**src/hdl/nonce_replay_cache_with_expiry_defines.svh**
```systemverilog
// assertion macros for the nonce replay cache
// both macros sample on clk and are disabled while rst_n is low
`ifndef NONCE_REPLAY_CACHE_WITH_EXPIRY_DEFINES_SVH
`define NONCE_REPLAY_CACHE_WITH_EXPIRY_DEFINES_SVH

`ifndef ASSERT_OFF

// property that must hold at every sampled edge
`define NRC_ASSERT_ALWAYS(label, prop, msg) \
    label: assert property (@(posedge clk) disable iff (!rst_n) (prop)) \
        else $error(msg);

// consequence that must hold in the cycle after the trigger
`define NRC_ASSERT_NEXT(label, trig, prop, msg) \
    label: assert property (@(posedge clk) disable iff (!rst_n) (trig) |=> (prop)) \
        else $error(msg);

`else

`define NRC_ASSERT_ALWAYS(label, prop, msg)
`define NRC_ASSERT_NEXT(label, trig, prop, msg)

`endif

`endif

```
**src/hdl/nrc_pkg.sv**
```systemverilog
package nrc_pkg;

    // default number of table slots
    localparam int NRC_TABLE_ENTRIES = 16;

    // largest value reported on live_entries
    localparam logic [4:0] NRC_COUNT_MAX = 5'd31;

    // result codes
    typedef enum logic [1:0] {
        STATUS_ACCEPTED = 2'd0,
        STATUS_REPLAY   = 2'd1,
        STATUS_FULL     = 2'd2
    } nrc_status_t;

    // request payload
    typedef struct packed {
        logic [63:0]        nonce_high;
        logic [63:0]        nonce_low;
        logic signed [63:0] expire_time;
        logic signed [63:0] now_seconds;
    } nrc_req_t;

    // result payload
    typedef struct packed {
        logic [1:0] status;
        logic [4:0] live_entries;
    } nrc_rsp_t;

    // one stored table entry
    typedef struct packed {
        logic [63:0]        nonce_high;
        logic [63:0]        nonce_low;
        logic signed [63:0] expiry;
    } nrc_entry_t;

    // per-entry verdict from the compare unit
    typedef struct packed {
        logic live;
        logic hit;
    } nrc_match_t;

endpackage

```
**src/hdl/nrc_ram.sv**
```systemverilog
module nrc_ram
#(
    parameter int WIDTH = 8,
    parameter int DEPTH = 16
)
(
    input  logic                     clk,
    input  logic                     we,
    input  logic [$clog2(DEPTH)-1:0] waddr,
    input  logic [WIDTH-1:0]         wdata,
    input  logic [$clog2(DEPTH)-1:0] raddr,
    output logic [WIDTH-1:0]         rdata
);

    logic [WIDTH-1:0] mem [DEPTH];

    // one write port, registered read port
    always_ff @(posedge clk)
    begin
        if (we)
        begin
            mem[waddr] <= wdata;
        end
        rdata <= mem[raddr];
    end

endmodule

```
**src/hdl/nrc_match_unit.sv**
```systemverilog
module nrc_match_unit
    import nrc_pkg::*;
(
    input  logic               entry_valid,
    input  nrc_entry_t         entry,
    input  logic [63:0]        nonce_high,
    input  logic [63:0]        nonce_low,
    input  logic signed [63:0] now_seconds,
    output nrc_match_t         verdict
);

    logic expired;
    logic same_nonce;

    // signed expiry check, an entry expiring exactly now stays live
    assign expired    = entry.expiry < now_seconds;
    assign same_nonce = (entry.nonce_high == nonce_high) && (entry.nonce_low == nonce_low);

    // live entries take part in the replay check
    assign verdict.live = entry_valid && !expired;
    assign verdict.hit  = entry_valid && !expired && same_nonce;

endmodule

```
**src/hdl/nonce_replay_cache_with_expiry.sv**
```systemverilog
// Nonce replay cache with expiry.
// A request is transferred on req at a rising edge where start is high and
// busy is low. busy stays high until the result is out. The result appears
// on result for exactly one cycle with done high; the receiver cannot stall
// it, so it must take it in that cycle.
// The request walks the table once through a single compare unit fed from
// the entry RAM (one read per cycle, registered read): expired entries
// are dropped, live ones are checked for the nonce, and the lowest free slot
// is noted. The finish state writes the new entry if one is inserted and
// issues the result. From the accepting edge the request passes the sweep
// state, which issues the reads and compares the returned entries, and then
// the finish state; one request is in flight at a time and the next start is
// taken at the earliest in the cycle that carries done, so a new request is
// only taken once the last one has issued its result.
// Reset clears every valid bit at once, so the table starts empty and the
// block is ready right after reset. Status is accepted, replay or full;
// live_entries is the number of valid entries after the request, saturating
// at 31.
`include "nonce_replay_cache_with_expiry_defines.svh"

module nonce_replay_cache_with_expiry
    import nrc_pkg::*;
#(
    parameter int TABLE_ENTRIES = NRC_TABLE_ENTRIES
)
(
    input  logic     clk,
    input  logic     rst_n,
    input  logic     start,
    output logic     busy,
    input  nrc_req_t req,
    output logic     done,
    output nrc_rsp_t result
);

    localparam int IW = $clog2(TABLE_ENTRIES);
    localparam int CW = $clog2(TABLE_ENTRIES + 1);
    localparam int EW = $bits(nrc_entry_t);
    localparam logic [IW-1:0] LAST_IDX = IW'(TABLE_ENTRIES - 1);

    typedef enum logic [1:0] {
        ST_IDLE,
        ST_SWEEP,
        ST_FINISH
    } state_t;

    state_t               state_reg;
    nrc_req_t             req_reg;
    logic [TABLE_ENTRIES-1:0] valid_reg;
    logic [IW-1:0]        rd_idx_reg;
    logic                 issue_done_reg;
    logic                 pend_reg;
    logic [IW-1:0]        pend_idx_reg;
    logic                 hit_reg;
    logic                 free_found_reg;
    logic [IW-1:0]        free_idx_reg;
    logic [CW-1:0]        live_cnt_reg;
    logic                 done_reg;
    nrc_rsp_t             result_reg;

    logic                 ram_we;
    nrc_entry_t           ram_wentry;
    logic [EW-1:0]        ram_rdata;
    nrc_entry_t           ram_rentry;
    nrc_match_t           verdict;
    logic                 insert;
    logic [CW-1:0]        final_cnt;
    logic [4:0]           live_out;

    // entry storage
    assign ram_we                = (state_reg == ST_FINISH) && insert;
    assign ram_wentry.nonce_high = req_reg.nonce_high;
    assign ram_wentry.nonce_low  = req_reg.nonce_low;
    assign ram_wentry.expiry     = req_reg.expire_time;

    nrc_ram #(
        .WIDTH (EW),
        .DEPTH (TABLE_ENTRIES)
    ) u_entry_ram (
        .clk   (clk),
        .we    (ram_we),
        .waddr (free_idx_reg),
        .wdata (ram_wentry),
        .raddr (rd_idx_reg),
        .rdata (ram_rdata)
    );

    assign ram_rentry = nrc_entry_t'(ram_rdata);

    // shared compare unit, one entry per cycle
    nrc_match_unit u_match (
        .entry_valid (valid_reg[pend_idx_reg]),
        .entry       (ram_rentry),
        .nonce_high  (req_reg.nonce_high),
        .nonce_low   (req_reg.nonce_low),
        .now_seconds (req_reg.now_seconds),
        .verdict     (verdict)
    );

    // outcome of the sweep
    assign insert    = !hit_reg && free_found_reg;
    assign final_cnt = live_cnt_reg + CW'(insert);
    assign live_out  = (32'(final_cnt) > 32'(NRC_COUNT_MAX)) ? NRC_COUNT_MAX : 5'(final_cnt);

    // request capture
    always_ff @(posedge clk)
    begin
        if ((state_reg == ST_IDLE) && start)
        begin
            req_reg <= req;
        end
    end

    // sequencer, table valid bits and registered outputs
    always_ff @(posedge clk or negedge rst_n)
    begin
        if (!rst_n)
        begin
            state_reg      <= ST_IDLE;
            valid_reg      <= '0;
            rd_idx_reg     <= '0;
            issue_done_reg <= 1'b0;
            pend_reg       <= 1'b0;
            pend_idx_reg   <= '0;
            hit_reg        <= 1'b0;
            free_found_reg <= 1'b0;
            free_idx_reg   <= '0;
            live_cnt_reg   <= '0;
            done_reg       <= 1'b0;
            result_reg     <= '0;
        end
        else
        begin
            done_reg <= 1'b0;
            case (state_reg)
                ST_IDLE:
                begin
                    if (start)
                    begin
                        rd_idx_reg     <= '0;
                        issue_done_reg <= 1'b0;
                        pend_reg       <= 1'b0;
                        hit_reg        <= 1'b0;
                        free_found_reg <= 1'b0;
                        live_cnt_reg   <= '0;
                        state_reg      <= ST_SWEEP;
                    end
                end
                ST_SWEEP:
                begin
                    // read issue side
                    pend_reg     <= !issue_done_reg;
                    pend_idx_reg <= rd_idx_reg;
                    if (!issue_done_reg)
                    begin
                        if (rd_idx_reg == LAST_IDX)
                        begin
                            issue_done_reg <= 1'b1;
                        end
                        else
                        begin
                            rd_idx_reg <= rd_idx_reg + IW'(1);
                        end
                    end
                    // compare side: prune, match, first free slot
                    if (pend_reg)
                    begin
                        valid_reg[pend_idx_reg] <= verdict.live;
                        if (verdict.hit)
                        begin
                            hit_reg <= 1'b1;
                        end
                        if (verdict.live)
                        begin
                            live_cnt_reg <= live_cnt_reg + CW'(1);
                        end
                        else if (!free_found_reg)
                        begin
                            free_found_reg <= 1'b1;
                            free_idx_reg   <= pend_idx_reg;
                        end
                        if (pend_idx_reg == LAST_IDX)
                        begin
                            state_reg <= ST_FINISH;
                        end
                    end
                end
                ST_FINISH:
                begin
                    if (insert)
                    begin
                        valid_reg[free_idx_reg] <= 1'b1;
                    end
                    if (hit_reg)
                    begin
                        result_reg.status <= STATUS_REPLAY;
                    end
                    else if (!free_found_reg)
                    begin
                        result_reg.status <= STATUS_FULL;
                    end
                    else
                    begin
                        result_reg.status <= STATUS_ACCEPTED;
                    end
                    result_reg.live_entries <= live_out;
                    done_reg  <= 1'b1;
                    pend_reg  <= 1'b0;
                    state_reg <= ST_IDLE;
                end
                default:
                begin
                    state_reg <= ST_IDLE;
                end
            endcase
        end
    end

    assign busy   = (state_reg != ST_IDLE);
    assign done   = done_reg;
    assign result = result_reg;

    // checks
    `NRC_ASSERT_NEXT(a_start_goes_busy, start && !busy, busy && !done, "accepted request did not raise busy")
    `NRC_ASSERT_NEXT(a_done_one_cycle, done, !done, "result strobe held longer than one cycle")
    `NRC_ASSERT_ALWAYS(a_done_ends_busy, $fell(busy) == done, "busy release and result strobe out of step")
    `NRC_ASSERT_ALWAYS(a_status_code, !done || result.status == STATUS_ACCEPTED || result.status == STATUS_REPLAY || result.status == STATUS_FULL, "undefined status code")
    `NRC_ASSERT_ALWAYS(a_accept_counts, !done || result.status != STATUS_ACCEPTED || result.live_entries != 5'd0, "recorded nonce missing from live count")

endmodule
```
**config.mk**
```make
export PLATFORM = sky130hd
export DESIGN_NAME = nonce_replay_cache_with_expiry
export DESIGN_NICKNAME = d
export VERILOG_FILES = /design/src/hdl/nrc_pkg.sv /design/src/hdl/nrc_ram.sv /design/src/hdl/nrc_match_unit.sv /design/src/hdl/nonce_replay_cache_with_expiry.sv
export VERILOG_INCLUDE_DIRS = /design/src /design/src/hdl
export SDC_FILE = /design/constraint.sdc
export NUM_CORES = 2
export LEC_CHECK = 0
export BUFFER_PORTS_ARGS = -buffer_cell sky130_fd_sc_hd__buf_2
export CORE_MARGIN = 2
export CORE_UTILIZATION = 50
export CTS_BUF_LIST = sky130_fd_sc_hd__clkbuf_4 sky130_fd_sc_hd__clkbuf_8
export DETAILED_ROUTE_END_ITERATION = 8
export PLACE_DENSITY = 0.75
export SETUP_SLACK_MARGIN = 0.05
export SYNTH_ARGS = -nofsm -noshare
export SYNTH_HDL_FRONTEND = slang
export SYNTH_HIERARCHICAL = 1
export SYNTH_SLANG_ARGS = --single-unit
```
**constraint.sdc**
```tcl
create_clock -name clk -period 17.8 [get_ports clk]
set_input_delay 3.56 -clock clk [delete_from_list [all_inputs] [get_ports clk]]
set_output_delay 3.56 -clock clk [all_outputs]
set_load 0.01 [all_outputs]
```
# [Yosys cells after proc, flatten, opt, wreduce, memory -nomap -nowiden]
# Memories as Yosys holds them, arrays and structs flattened. A register that Yosys moved wholly into a read port is not among the register bits.
# Cells that the tools add are included.
[totals] ff_bits=303 latch_bits=0 ramBits=3072 rom_bits=0 out_inout_bits=9 mem_count=1
[memory_table] name="u_entry_ram.mem" depth=16 width=192 read_ports=1 rd_clocked_by_memory_dff=1 wr=1 line="nrc_ram.sv:15" text="logic [WIDTH-1:0] mem [DEPTH];"
[op_classes] addsub=3 mul=0 div=0 n_lt_le_gt_ge=5 n_eq_ne=15 shift=0 muxes=38 bitwise_logic=3 n_reduce_logical=25
[ops] op="$eq 64x64->1" n=2
[ops] op="$lt 64x64->1" n=1
[ops] op="$mux 16" n=2
[ops] op="$pmux 16 s2" n=1
[ops] op="$reduce_and 4->1" n=5
[ops] op="$bwmux 16" n=1
[ops] op="$ne 2x2->1 const B" n=8
[ops] op="$or 16x16->16" n=1
[ops] op="$mux 5" n=3
[ops] op="$mux 1" n=13
[ops] op="$mux 4" n=3
[ops] op="$lt 4x5->1 const B" n=2
[ops] op="$mux 2" n=5
[ops] op="$pmux 5 s2" n=1
[ops] op="$demux 1 s4" n=2
[ops] op="$eq 4x4->1 const B" n=2
[ops] op="$ge 4x1->1 const B" n=2
[ops] op="$logic_and 1x1->1" n=8
[ops] op="$pmux 4 s2" n=1
[ops] op="$pmux 1 s2" n=3
[ops] op="$reduce_and 3->1" n=2
[ops] op="$reduce_bool 2->1" n=3
[ops] op="$add 5x1->5" n=1
[ops] op="$add 5x1->5 const B" n=1
[ops] op="12 further kinds" n=16

# [Depth between registers and ports, before layout]
[logic_depth] word_depth=7 mapped_depth=13 ltp_nobuf=13

# [Modules after synthesis]
# The synthesis kept the hierarchy.
[modules_own_cells] module="nrc_ram" n_inst=1 cells_per_inst=5024 area_each_um2=118802.7
[modules_own_cells] module="nonce_replay_cache_with_expiry" n_inst=1 cells_per_inst=503 area_each_um2=10116.0
[modules_own_cells] module="nrc_match_unit" n_inst=1 cells_per_inst=403 area_each_um2=3020.4

# [Worst setup path after synthesis]
# Ideal clock, no wire load.
[synth_timing] path_type="register -> register" from="reg state_reg[0]" to="mem u_entry_ram/mem[0][0] (netlist name) (enable)" setup_time_ps=979 arrival_time_ps=14523 required_ps=16821 path_slack_ps=2298 stages_incl_launch_ff=7 path_cell_list="dfrtp_1 nand2b_1 buf_4 clkbuf_1 nor2_1 or3b_2 nor3_1"
[synth_via] elab_chain_cells=4
[synth_rtl] item="start: declaration" line="nonce_replay_cache_with_expiry.sv:47" text="state_t state_reg;"
[synth_rtl] item="start signal: assignment" line="nonce_replay_cache_with_expiry.sv:119" text="state_reg <= ST_IDLE;"
[synth_rtl] item="start signal: assignment" line="nonce_replay_cache_with_expiry.sv:146" text="state_reg <= ST_SWEEP;"
[synth_rtl] item="start signal: assignment" line="nonce_replay_cache_with_expiry.sv:184" text="state_reg <= ST_FINISH;"
[synth_rtl] item="$eq 2x2->1" line="nonce_replay_cache_with_expiry.sv:71" text="assign ram_we = (state_reg == ST_FINISH) && insert;"
[synth_rtl] item="$logic_and 1x1->1" line="nonce_replay_cache_with_expiry.sv:71"
[synth_rtl] item="via ram_we" line="nonce_replay_cache_with_expiry.sv:61" text="logic ram_we;"
[synth_rtl] item="$mux 1" line="nrc_ram.sv:20" text="if (we)"
[synth_rtl] item="$mux 1 (not written as such)" line="nrc_ram.sv:22" text="mem[waddr] <= wdata;"
[synth_rtl] item="end: declaration" line="nrc_ram.sv:15"
# The timed path passes the listed nets, and every way through them passes these cells.

# [Final worst setup path]
[layout_timing] from="in start" to="reg req_reg[31] (netlist name) (enable)"
[layout_via] elab_chain_cells=1
[layout_rtl] item="start: declaration" line="nonce_replay_cache_with_expiry.sv:29" text="input logic start,"
[layout_rtl] item="$logic_and 1x1->1" line="nonce_replay_cache_with_expiry.sv:108" text="if ((state_reg == ST_IDLE) && start)"
[layout_rtl] item="end signal: assignment" line="nonce_replay_cache_with_expiry.sv:110" text="req_reg <= req;"
[layout_rtl] item="end: declaration" line="nonce_replay_cache_with_expiry.sv:48" text="nrc_req_t req_reg;"
# No other way between the ends.
# A chain may end at the register's enable or synchronous reset.

==> metrics.cfg <==
[critical_path]
arrival_ns = 6.47
reg2regPathDepth = 7
critPathMaxFanout = 74
cp_data_required_time_ns = 18.41
worstSetupStartpointType = primary input
endpoint_kind = register
critPathKind = primary input to register

[timing]
setup_viol = 0
grt_setup_unrepaired = false
layout_setup_ws_ns = 11.94
skew_ns = 0.07151
hold_viol_final = 0
min_period_over_period = 0.3292
setup_tns_ns = 0
maxSlewViolCount = 0
worst_pin_slew_ns = 1.216
finalCriticalPeriod_ns = 5.860
slew-limit-headroom = 0.1838
fmax_mhz = 170.7

[synth]
ys_top_cells_by_count = 3328 x edfxtp_1, 721 x mux4_2, 333 x a22oi_1
synth_ff_type = edfxtp_1
yosys_warnings = 6
seq_area_frac_synth = 0.7955
postSynthCellCount = 5930
synth_edf_count = 3328
avgSynthCellArea_um2 = 22.25
synth-seq-cells = 3567
async_flop_share = 0.01318
synth_area_leaders = edfxtp_1 76%, mux4_2 12%, dfxtp_1 2.9%
yosysTopAreaCellShare = 0.7574
synth_top_area_cell = edfxtp_1
ys_types = 67
syn_area_mm2 = 0.1319
synth_nets = 6255
yosysMostFrequentCell = edfxtp_1

[clocking]
clock-root-buffer = clkbuf_8
cts_resized = 0
clockBufferDepth = 4
clk_latency_ns = 1.03
cts_hold_buf = 0
post_cts_buffers = 0
cts_max_level = 6
numCtsBuffers = 548
cts_sinks = 3567
cts_tree = yes
clk_pin_slew_ns = 0.06

[detailed_routing]
num_vias = 64460
drt-initial-drc-count = 8127
drtPass1Iterations = 6
drt-total-wl_mm = 309.4
vias_per_cell = 6.103
drc = 0
ant_nets = 0
drt-wirelength-per-cell_um = 29.30

[power_and_ir_drop]
vdd.ir_drop.worst_v = 0.0001351
p_per_area_mw_per_mm2 = 149.2
leakagePower_nw = 48.59

[final_layout]
final_net_count = 6909
area_growth_pct = 12.84
fill_cells = 18550
top_register = u_entry_ram/mem
largest_reg_flops = 3072
post_route_cells_drive_above_1_share = 0.2950
final_area_mm2 = 0.1489

[placed_design]
pre_cts_ws_ns = 10.88
dp_hpwl_mm = 158.5
gp_congestion = 0.7779
placed_area_mm2 = 0.1376
io_buffer_count = 267

[die]
die_y_um = 517.7
io_pins = 268
die_w_um = 517.7
initial_core_util = 0.5026
core_mm2 = 0.2625
core.rowCount = 188
die-area_mm2 = 0.2680

[grt]
grtUsageTotal = 0.2278
overflow = 0
gr-max-usage-layer = met2
grt_pass1_vias = 65530
grt_start_max_net_pins = 144
grt_use_met2 = 0.3571
grt_antenna_before_repair = 39
use_met3 = 0.05137
grt_pass1_wl_mm = 447.1
grt_use_met1 = 0.3222

[run_status]
status = finished, final reports clean

[min_path]
hp-class = register to register
hold_depth = 2

[run]
drv_cap = 0

==> area by class of cell <==
cell class	instances	area (um^2)	share of cell area
well taps	3515	4398	0.02954
inverters	82	317.8	0.002135
multi-input cells	2003	25500	0.1713
clock inverters	188	1320	0.008866
clock buffers	812	9956	0.06687
repair buffers	382	2387	0.01604
diodes	12	30.03	0.0002017
flip-flops and latches	3567	105000	0.7051
==> critical path, stage by stage <==
cell    delay, ns
buf_2        0.13
or3b_1       0.50
inv_8        0.52
buf_4        0.70
buf_4        0.90
==> metal layers <==
layer	part of all wire	routed length, um
met4	0.029	8890
met3	0.11	34890
met1	0.38	118500
met5	0.00055	169
met2	0.47	147000
==> metrics by stage <==
step,total power [mW],hold WS [ns],util,std cells
2_1_floorplan,13.94,0.4841,-,5930
3_3_place_gp,15.38,0.4623,0.5241,9549
3_5_place_dp,15.49,0.4598,0.5241,9549
4_1_cts,22.32,0.4734,0.5670,10550
5_1_grt,23.07,0.5129,0.5671,10560
6_report,22.21,0.4698,0.5671,10560
==> cells by family after synthesis <==
kind of cell / after synthesis / synth area share
AOI/OAI and AO/OA: 586 / 0.03133
muxes: 847 / 0.1327
adders and majority gates: 66 / 0.006259
buffers and inverters: 360 / 0.01257
xor gates and xnor gates: 120 / 0.007966
and+or+nand+nor: 384 / 0.01370
DFF: 3567 / 0.7955
==> report_power, final <==
part           internal (mW)  total, mW  switching [mW]
combinational           2.21       5.06            2.85
clock                   3.75       6.87            3.12
sequential              9.78       10.3           0.503
==> worst paths after layout <==
| check | startpoint | end | slack [ns] |
|---|---|---|---|
| max reg2reg | state_reg[1] | u_entry_ram/mem[6][180] | 12.03 |
| min reg2reg | result[5] | result[5] | 0.47 |
| max | start | req_reg[31] | 11.94 |
| min in group asynchronous | rst_n | valid_reg[7] | 2.73 |
| min | result[5] | result[5] | 0.47 |
| max in group asynchronous | rst_n | rd_idx_reg[2] | 14.28 |
==> layout by cell type, fill, tap and decap left out, types with 15 or more instances in the layout <==
cell type   synthesis  final
edfxtp_1         3328   3328
mux4_2            721    721
clkbuf_8            0    617
a22oi_1           333    333
buf_2              91    267
nand2_1           212    212
clkbuf_4            0    195
dfxtp_1           192    192
mux2i_1           121    121
buf_4              41    100
a21oi_1            91     91
clkinv_1            1     80
inv_1              80     79
ha_1               66     66
xor2_1             64     64
clkinv_2            0     57
xnor2_1            56     56
dfrtp_1            47     43
o22ai_1            32     32
nand4_1            29     29
a211oi_1           28     28
o211ai_1           24     24
nor4_1             23     22
a21o_1             18     18
nor2_1             34     17
o21ai_0            17     17
clkinvlp_4          0     17
o32ai_1            15     15
buf_12              0     15
nor2_4              0     15
Power figures use the tool's default switching activity.
